===== src/rtl/cabp_pkg.sv =====
package cabp_pkg;

  // configuration register indexes
  localparam int unsigned CFG_IDX_W = 3;
  localparam logic [CFG_IDX_W-1:0] CFG_CLIP_LEFT   = 3'd0;
  localparam logic [CFG_IDX_W-1:0] CFG_CLIP_TOP    = 3'd1;
  localparam logic [CFG_IDX_W-1:0] CFG_CLIP_RIGHT  = 3'd2;
  localparam logic [CFG_IDX_W-1:0] CFG_CLIP_BOTTOM = 3'd3;
  localparam logic [CFG_IDX_W-1:0] CFG_DRAW_COLOR  = 3'd4;

  // reset values of the clip rectangle and color
  localparam logic signed [15:0] CLIP_LEFT_RST   = 16'sd0;
  localparam logic signed [15:0] CLIP_TOP_RST    = 16'sd0;
  localparam logic signed [15:0] CLIP_RIGHT_RST  = 16'sd1024;
  localparam logic signed [15:0] CLIP_BOTTOM_RST = 16'sd768;
  localparam logic [31:0]        DRAW_COLOR_RST  = 32'h0000_0000;

  // drawing functions
  localparam logic FUNC_FILL = 1'b0;
  localparam logic FUNC_BLIT = 1'b1;

  localparam logic [7:0] ALPHA_OPAQUE = 8'hFF;
  localparam int unsigned NUM_CH = 3;

  // input beat
  typedef struct packed {
    logic               func;
    logic signed [15:0] pix_x;
    logic signed [15:0] pix_y;
    logic [31:0]        dst_pixel;
    logic [31:0]        src_pixel;
  } in_beat_t;

  // result beat
  typedef struct packed {
    logic        write_enable;
    logic [31:0] new_pixel;
  } out_beat_t;

  // after stage 1: clip decision and first products
  typedef struct packed {
    logic                   we;
    logic                   fill_copy;
    logic                   func;
    logic [31:0]            dst_pixel;
    logic [31:0]            color;
    logic [NUM_CH-1:0][15:0] fill_c;
    logic [NUM_CH-1:0][15:0] fill_d;
    logic [NUM_CH-1:0][15:0] src_col;
    logic [15:0]            sa_prod;
  } s1_beat_t;

  // after stage 2: scaled terms, ready for the final add and select
  typedef struct packed {
    logic                   we;
    logic                   fill_copy;
    logic                   func;
    logic [31:0]            dst_pixel;
    logic [31:0]            color;
    logic [NUM_CH-1:0][7:0] fill_v;
    logic [NUM_CH-1:0][7:0] blit_t;
    logic [NUM_CH-1:0][7:0] blit_d;
  } s2_beat_t;

endpackage


===== src/rtl/clipped_alpha_blend_pixel.sv =====
// channel | direction | beat                         | handshake
// in_     | input     | in_beat_t (func, x, y, dst, src) | in_valid / in_ready
// out_    | output    | out_beat_t (write_enable, new_pixel) | out_valid / out_ready
// cfg_    | input     | cfg_index, cfg_data          | cfg_valid / cfg_ready
//
// three register stages: clip test and 8x8 products, alpha scaling and
// 16x8 tint products, final add and select into the output register.
// one beat per cycle while out_ready is high; an accepted beat is registered in stage 1,
// stage 2 and then the output register, which drives out_valid. reset clears the stage
// valid bits and loads the clip rectangle and color. each stage advances when it is empty
// or the next one takes its beat, so a stall on out_ready backs up stage by stage; cfg_ready is always high.
module clipped_alpha_blend_pixel import cabp_pkg::*; (
  input  logic                 clk,
  input  logic                 rst_n,
  input  logic                 in_valid,
  output logic                 in_ready,
  input  in_beat_t             in_beat,
  output logic                 out_valid,
  input  logic                 out_ready,
  output out_beat_t            out_beat,
  input  logic                 cfg_valid,
  output logic                 cfg_ready,
  input  logic [CFG_IDX_W-1:0] cfg_index,
  input  logic [31:0]          cfg_data
);

  logic signed [15:0] clip_left_r;
  logic signed [15:0] clip_top_r;
  logic signed [15:0] clip_right_r;
  logic signed [15:0] clip_bottom_r;
  logic [31:0]        draw_color_r;

  logic     s1_valid;
  logic     s1_ready;
  s1_beat_t s1_beat;
  logic     s2_valid;
  logic     s2_ready;
  s2_beat_t s2_beat;

  assign cfg_ready = 1'b1;

  // configuration registers
  always_ff @(posedge clk) begin
    if (!rst_n) begin
      clip_left_r   <= CLIP_LEFT_RST;
      clip_top_r    <= CLIP_TOP_RST;
      clip_right_r  <= CLIP_RIGHT_RST;
      clip_bottom_r <= CLIP_BOTTOM_RST;
      draw_color_r  <= DRAW_COLOR_RST;
    end else if (cfg_valid && cfg_ready) begin
      unique case (cfg_index)
        CFG_CLIP_LEFT:   clip_left_r   <= cfg_data[15:0];
        CFG_CLIP_TOP:    clip_top_r    <= cfg_data[15:0];
        CFG_CLIP_RIGHT:  clip_right_r  <= cfg_data[15:0];
        CFG_CLIP_BOTTOM: clip_bottom_r <= cfg_data[15:0];
        CFG_DRAW_COLOR:  draw_color_r  <= cfg_data;
        default: ;
      endcase
    end
  end

  // stage 1: clip and first products
  cabp_clip_stage u_clip (
    .clk         (clk),
    .rst_n       (rst_n),
    .in_valid    (in_valid),
    .in_ready    (in_ready),
    .in_beat     (in_beat),
    .clip_left   (clip_left_r),
    .clip_top    (clip_top_r),
    .clip_right  (clip_right_r),
    .clip_bottom (clip_bottom_r),
    .draw_color  (draw_color_r),
    .out_valid   (s1_valid),
    .out_ready   (s1_ready),
    .out_beat    (s1_beat)
  );

  // stage 2: alpha scaling
  cabp_scale_stage u_scale (
    .clk       (clk),
    .rst_n     (rst_n),
    .in_valid  (s1_valid),
    .in_ready  (s1_ready),
    .in_beat   (s1_beat),
    .out_valid (s2_valid),
    .out_ready (s2_ready),
    .out_beat  (s2_beat)
  );

  // stage 3: blend and output register
  cabp_blend_stage u_blend (
    .clk       (clk),
    .rst_n     (rst_n),
    .in_valid  (s2_valid),
    .in_ready  (s2_ready),
    .in_beat   (s2_beat),
    .out_valid (out_valid),
    .out_ready (out_ready),
    .out_beat  (out_beat)
  );

endmodule


===== src/rtl/cabp_clip_stage.sv =====
module cabp_clip_stage import cabp_pkg::*; (
  input  logic               clk,
  input  logic               rst_n,
  input  logic               in_valid,
  output logic               in_ready,
  input  in_beat_t           in_beat,
  input  logic signed [15:0] clip_left,
  input  logic signed [15:0] clip_top,
  input  logic signed [15:0] clip_right,
  input  logic signed [15:0] clip_bottom,
  input  logic [31:0]        draw_color,
  output logic               out_valid,
  input  logic               out_ready,
  output s1_beat_t           out_beat
);

  logic     valid_r;
  s1_beat_t beat_r;
  s1_beat_t beat_nxt;

  assign in_ready  = !valid_r || out_ready;
  assign out_valid = valid_r;
  assign out_beat  = beat_r;

  // clip test and the 8x8 products of both blend forms
  always_comb begin
    logic [7:0] ca;
    logic [7:0] ia;
    logic       in_rect;
    ca = draw_color[31:24];
    ia = ALPHA_OPAQUE - ca;
    in_rect = (in_beat.pix_x >= clip_left) && (in_beat.pix_x < clip_right) &&
              (in_beat.pix_y >= clip_top) && (in_beat.pix_y < clip_bottom);
    beat_nxt.we        = in_rect && (ca != 8'd0);
    beat_nxt.fill_copy = (ca == ALPHA_OPAQUE);
    beat_nxt.func      = in_beat.func;
    beat_nxt.dst_pixel = in_beat.dst_pixel;
    beat_nxt.color     = draw_color;
    beat_nxt.sa_prod   = {8'd0, in_beat.src_pixel[31:24]} * {8'd0, ca};
    for (int ch = 0; ch < NUM_CH; ch++) begin
      beat_nxt.fill_c[ch]  = {8'd0, draw_color[8*ch +: 8]} * {8'd0, ca};
      beat_nxt.fill_d[ch]  = {8'd0, in_beat.dst_pixel[8*ch +: 8]} * {8'd0, ia};
      beat_nxt.src_col[ch] = {8'd0, in_beat.src_pixel[8*ch +: 8]} *
                             {8'd0, draw_color[8*ch +: 8]};
    end
  end

  // stage valid
  always_ff @(posedge clk) begin
    if (!rst_n) begin
      valid_r <= 1'b0;
    end else if (in_ready) begin
      valid_r <= in_valid;
    end
  end

  // stage payload
  always_ff @(posedge clk) begin
    if (in_ready && in_valid) begin
      beat_r <= beat_nxt;
    end
  end

endmodule


===== src/rtl/cabp_scale_stage.sv =====
module cabp_scale_stage import cabp_pkg::*; (
  input  logic     clk,
  input  logic     rst_n,
  input  logic     in_valid,
  output logic     in_ready,
  input  s1_beat_t in_beat,
  output logic     out_valid,
  input  logic     out_ready,
  output s2_beat_t out_beat
);

  logic     valid_r;
  s2_beat_t beat_r;
  s2_beat_t beat_nxt;

  assign in_ready  = !valid_r || out_ready;
  assign out_valid = valid_r;
  assign out_beat  = beat_r;

  // scaled source alpha, tinted source term, destination term, fill sum
  always_comb begin
    logic [7:0]  sa;
    logic [7:0]  ia;
    logic [23:0] tprod;
    logic [15:0] dprod;
    logic [16:0] fsum;
    sa    = in_beat.sa_prod[15:8];
    ia    = ALPHA_OPAQUE - sa;
    tprod = '0;
    dprod = '0;
    fsum  = '0;
    beat_nxt.we        = in_beat.we;
    beat_nxt.fill_copy = in_beat.fill_copy;
    beat_nxt.func      = in_beat.func;
    beat_nxt.dst_pixel = in_beat.dst_pixel;
    beat_nxt.color     = in_beat.color;
    for (int ch = 0; ch < NUM_CH; ch++) begin
      tprod = {8'd0, in_beat.src_col[ch]} * {16'd0, sa};
      dprod = {8'd0, in_beat.dst_pixel[8*ch +: 8]} * {8'd0, ia};
      fsum  = {1'b0, in_beat.fill_c[ch]} + {1'b0, in_beat.fill_d[ch]};
      beat_nxt.blit_t[ch] = tprod[23:16];
      beat_nxt.blit_d[ch] = dprod[15:8];
      beat_nxt.fill_v[ch] = fsum[15:8];
    end
  end

  // stage valid
  always_ff @(posedge clk) begin
    if (!rst_n) begin
      valid_r <= 1'b0;
    end else if (in_ready) begin
      valid_r <= in_valid;
    end
  end

  // stage payload
  always_ff @(posedge clk) begin
    if (in_ready && in_valid) begin
      beat_r <= beat_nxt;
    end
  end

endmodule


===== src/rtl/cabp_blend_stage.sv =====
module cabp_blend_stage import cabp_pkg::*; (
  input  logic      clk,
  input  logic      rst_n,
  input  logic      in_valid,
  output logic      in_ready,
  input  s2_beat_t  in_beat,
  output logic      out_valid,
  input  logic      out_ready,
  output out_beat_t out_beat
);

  logic      valid_r;
  out_beat_t beat_r;
  out_beat_t beat_nxt;

  assign in_ready  = !valid_r || out_ready;
  assign out_valid = valid_r;
  assign out_beat  = beat_r;

  // final add of the blit terms and selection of the written pixel
  always_comb begin
    logic [31:0] fill_px;
    logic [31:0] blit_px;
    fill_px = {in_beat.dst_pixel[31:24], 24'd0};
    blit_px = {in_beat.dst_pixel[31:24], 24'd0};
    for (int ch = 0; ch < NUM_CH; ch++) begin
      fill_px[8*ch +: 8] = in_beat.fill_v[ch];
      blit_px[8*ch +: 8] = in_beat.blit_t[ch] + in_beat.blit_d[ch];
    end
    beat_nxt.write_enable = in_beat.we;
    if (!in_beat.we) begin
      beat_nxt.new_pixel = in_beat.dst_pixel;
    end else if (in_beat.func == FUNC_BLIT) begin
      beat_nxt.new_pixel = blit_px;
    end else if (in_beat.fill_copy) begin
      beat_nxt.new_pixel = in_beat.color;
    end else begin
      beat_nxt.new_pixel = fill_px;
    end
  end

  // output valid
  always_ff @(posedge clk) begin
    if (!rst_n) begin
      valid_r <= 1'b0;
    end else if (in_ready) begin
      valid_r <= in_valid;
    end
  end

  // output payload
  always_ff @(posedge clk) begin
    if (in_ready && in_valid) begin
      beat_r <= beat_nxt;
    end
  end

endmodule


===== config.mk =====
export PLATFORM = sky130hd
export DESIGN_NAME = clipped_alpha_blend_pixel
export DESIGN_NICKNAME = d
export VERILOG_FILES = /design/src/rtl/cabp_pkg.sv /design/src/rtl/clipped_alpha_blend_pixel.sv /design/src/rtl/cabp_clip_stage.sv /design/src/rtl/cabp_scale_stage.sv /design/src/rtl/cabp_blend_stage.sv
export SDC_FILE = /design/constraint.sdc
export NUM_CORES = 2
export LEC_CHECK = 0
export BUFFER_PORTS_ARGS = -buffer_cell sky130_fd_sc_hd__buf_2
export CORE_MARGIN = 2
export CORE_UTILIZATION = 45
export CTS_CLUSTER_DIAMETER = 60
export DETAILED_ROUTE_END_ITERATION = 16
export PLACE_DENSITY = 0.59
export SLEW_MARGIN = 40
export SYNTH_ARGS = -nofsm -noshare
export SYNTH_HDL_FRONTEND = slang
export SYNTH_SLANG_ARGS = --single-unit

===== constraint.sdc =====
create_clock -name clk -period 11.9 [get_ports clk]
set_clock_uncertainty 0.2 [all_clocks]
set_input_delay 0.595 -clock clk [delete_from_list [all_inputs] [get_ports clk]]
set_output_delay 0.595 -clock clk [all_outputs]
set_load 0.01 [all_outputs]

==> summary.md <==
| Metric | Value |
|---|---|
| Outcome | complete, no violations |
| Setup WS pre-CTS | around 5.7 ns |
| Multiplexer share of the synthesized area | 0.008058 |
| Fillers | 11680 |
| Maximum level of the CTS H-tree | 3 |
| Launch point of the worst path | draw_color_r[26] |
| Synth warn | 0 |
| Compound-Gate Fraction of Synth Area | 0.06383 |
| Crit share post-route | 0.5180 |
| Drt pass-1 iters | 5 |
| Post-route worst setup slack | 5.736 ns |
| XOR/XNOR share of the synthesized area | 0.03014 |
| VDD IR max | 0.1364 mV |
| Share of cells above drive strength 1 | 0.06970 |
| Synth top area cells | fa_1 25%, edfxtp_1 21%, ha_1 16% |
| Clock net sink count | 490 |
| Multi-input gate area | 38620 sq um |
| Die Wd | ~360 um |
| Crit. End Element | register |
| Routed WL | 137600 um |
| Critical path class | register to register |
| P&R area growth vs syn | 9.548% |
| CTS buffer count | 73 |
| Vias in the first global route | 40480 |
| Minimum clock period | 6.164 ns |
| Max capacitance violation total | 0 |
| CP startpoint kind | register |
| Worst r2r src | draw_color_r[26] |
| Slowest cell on crit path | dfxtp_2 |
| Crit path capture | u_clip.out_beat[14] |
| Worst slew pin tran | 0.8775 ns |
| Count leader, synth | inv_1 |
| TritonCTS clock tree | yes |
| Number of hold-repair buffers added at the cts stage | 20 |
| Unrepaired setup endpoints after global routing | no |
| Post-DP Area | ~59000 sq um |
| Post-synthesis cell count | 5668 |
| Fin area | 62080 sq um |
| 1st-iter DRT viols | 1838 |
| Mapped Nets | 7225 |
| Cells on worst reg2reg path | 15 |
| Hold Path Class | input pin to register |
| Grt ovf | 0 |
| Inst Count DP | 7348 |
| Reg area | 13750 sq um |
| Rel. slew slack | 0.4115 |
| Worst R2R Setup Slack | 5.74 ns |
| Synth Area in Adders | 0.4083 |
| Yosys top cell by area | fa_1 |
| CTS Buffer Depth | 3 |
| Final Hold Violating Endpoints | 0 |
| PD cells | 135.3 nW/um^2 |
| CP arrival | 6.33 ns |
| Post-synthesis simple-gate area fraction | 0.1702 |
| IO Count | 173 |
| Fmax | 0.1622 GHz |
| Initial antenna violation count | 14 |
| Synth cell types | 67 |
| Mean Syn Cell Area | 9.999 sq um |
| Most used cell, CP | fa_1 |
| Root Driver | clkbuf_16 |
| Fin. max-slew vios | 0 |
| Routed Antenna Nets | 0 |
| DR vias | approximately 39000 |
| Post-synth EDFFs | slightly below 400 |
| Yosys top cell area share | 0.2529 |
| GRT Util Overall | 0.2179 |
| RePlAce Congestion | 0.8479 |
| Detailed Place HPWL | ~100000 um |
| Core Footprint | roughly 130000 sq um |
| Setup TNS | 0 ns |
| Starting Density | 0.4525 |
| Port Buffers | 171 |
| WP data required | 12.07 ns |
| Main synth FF type | edfxtp_1 |
| P_leak | 29.58 nW |
| Worst path cell trace | buf_4 > nand2_1 > fa_1 > fa_1 > inv_1 > fa_1 > fa_1 > ha_1 > a2111oi_0 > o21ai_0 > o21a_1 > a31oi_1 > o21ai_0 > a21o_1 > xor2_1 |
| Rows | 130 |
| # setup viols final | 0 |
| First-pass GRT wire length | 222500 um |
| Sequential share of the synthesized area | 0.2421 |
| FF-to-FF End | u_clip.out_beat[14] |
| Register bit total from synthesis | 490 |
| Final Non-Filler Cells | 7507 |
| Clock slew at reported path FFs | 0.06 ns |
| DIE AREA | roughly 130000 sq um |
| Largest net degree at the start of global routing | 140 |
| Post-CTS Setup Inserts | 0 |
| Combinational family with the most area after synthesis | adder cells |
| NumNets Final | roughly 7400 |
| Critical path peak fanout | 34 |
| Die Y | 358.9 um |
| Async SR Flop Fraction | 0 |
| DR vias/cell | 5.140 |
| Synth Cell Area | about 57000 sq um |
| WL/cell | 18.34 um |
| Worst path max stage delay | 0.72 ns |
| Synth cell count leaders | 981 x inv_1, 716 x fa_1, 704 x ha_1 |
| Post-CTS Resized | 0 |
| Clock Latency Late Sink | 0.65 ns |
| # DRC | 0 |
## flip-flops by register name, summed over array words and instances, names as in the netlist
register and cells:
u_clip.out_beat 219, u_clip.out_valid 1, u_scale.out_valid 1, u_scale.out_beat 139, u_blend.out_beat 33, u_blend.out_valid 1, draw_color_r 32, clip_left_r 16
clip_right_r 16, clip_bottom_r 16, clip_top_r 16
## placed cells by master (no fill, tap or decap), types with 10 or more instances in the layout
master and n:
dfxtp_2 19, clkinv_4 10, and4_1 10, dfxtp_1 80
o21ai_0 86, nand2_1 519, ha_1 704, buf_2 171
xnor2_1 153, nor2_1 137, a211oi_1 14, nand3_1 23
clkbuf_16 75, nor3_1 41, mux2_2 21, fa_1 716
nand2b_1 222, edfxtp_1 391, mux2i_1 22, nor2b_1 232
or3_1 14, and2_1 545, o21bai_1 10, a21boi_0 99
buf_4 33, nand4_1 25, a21o_1 50, o21a_1 44
inv_1 981, dlygate4sd3_1 20, and3_1 13, o211ai_1 11
a21oi_1 166, xor2_1 42
## where the power goes
part / leakage, nW / switching, mW / internal [mW]
Clock: 1.23 / 0.881 / 1.35
Sequential: 4.64 / 0.158 / 2.25
Combinational: 23.7 / 2.07 / 1.69
## metal layers
metal | part of all wire | vias up | GRT usage | wire length, um
li1 | - | 18280 | - | -
met1 | 0.47 | 19420 | 0.3015 | 64250
met2 | 0.46 | 687 | 0.3612 | 64000
met3 | 0.044 | 172 | 0.02943 | 6084
met4 | 0.023 | 20 | 0.05518 | 3165
met5 | 0.00097 | - | 0 | 134
## critical path, delay by kind of cell (launching register included)
kind                       cells  cell delay [ns]
adders and majority gates      5             2.17
AOI/OAI and AO/OA              6             1.54
DFF                            1             0.72
buffers and inverters          2             0.59
xor gates and xnor gates       1             0.49
and+or+nand+nor                1             0.15
## logic make-up after synthesis
logic type,after synthesis
flip-flops,490
other,1
AO/OA/AOI/OAI,546
XOR/XNOR,195
buffers and inverters,1162
AND/OR/NAND/NOR,1811
adder cells (fa/ha/maj),1420
multiplexers,43
## final cells by class
| cell class | count | area share |
|---|---|---|
| multi-input combinational | 4016 | 0.6221 |
| sequential | 490 | 0.2214 |
| inverter | 981 | 0.05931 |
| tap | 1650 | 0.03325 |
| clock buffer | 86 | 0.03138 |
| timing repair buffer | 233 | 0.02324 |
| clock inverter | 48 | 0.009190 |
| antenna | 3 | 0.0001209 |
## worst min path at each step
stage	from	to	slack [ns]	cells past startpoint
2_1_floorplan	u_clip.out_beat[188]	u_scale.out_beat[100]	0.20	0
3_3_place_gp	u_clip.out_beat[217]	u_scale.out_beat[129]	0.20	0
3_5_place_dp	u_clip.out_beat[168]	u_scale.out_beat[80]	0.20	0
4_1_cts	cfg_data[1]	clip_bottom_r[1]	0.02	3
5_1_grt	cfg_data[1]	clip_bottom_r[1]	0.05	3
6_report	in_valid	u_clip.out_valid	0.05	3
## stage by stage
stage	hold WS (ns)	power, mW	util
after floorplan	0.2003	5.263	-
after global placement	0.2006	6.141	0.4731
after detailed placement	0.2045	6.199	0.4735
after CTS	0.01768	8.511	0.4952
after global routing	0.05490	9.120	0.4956
final	0.04931	8.401	0.4957
(Power assumes the default switching activity.)
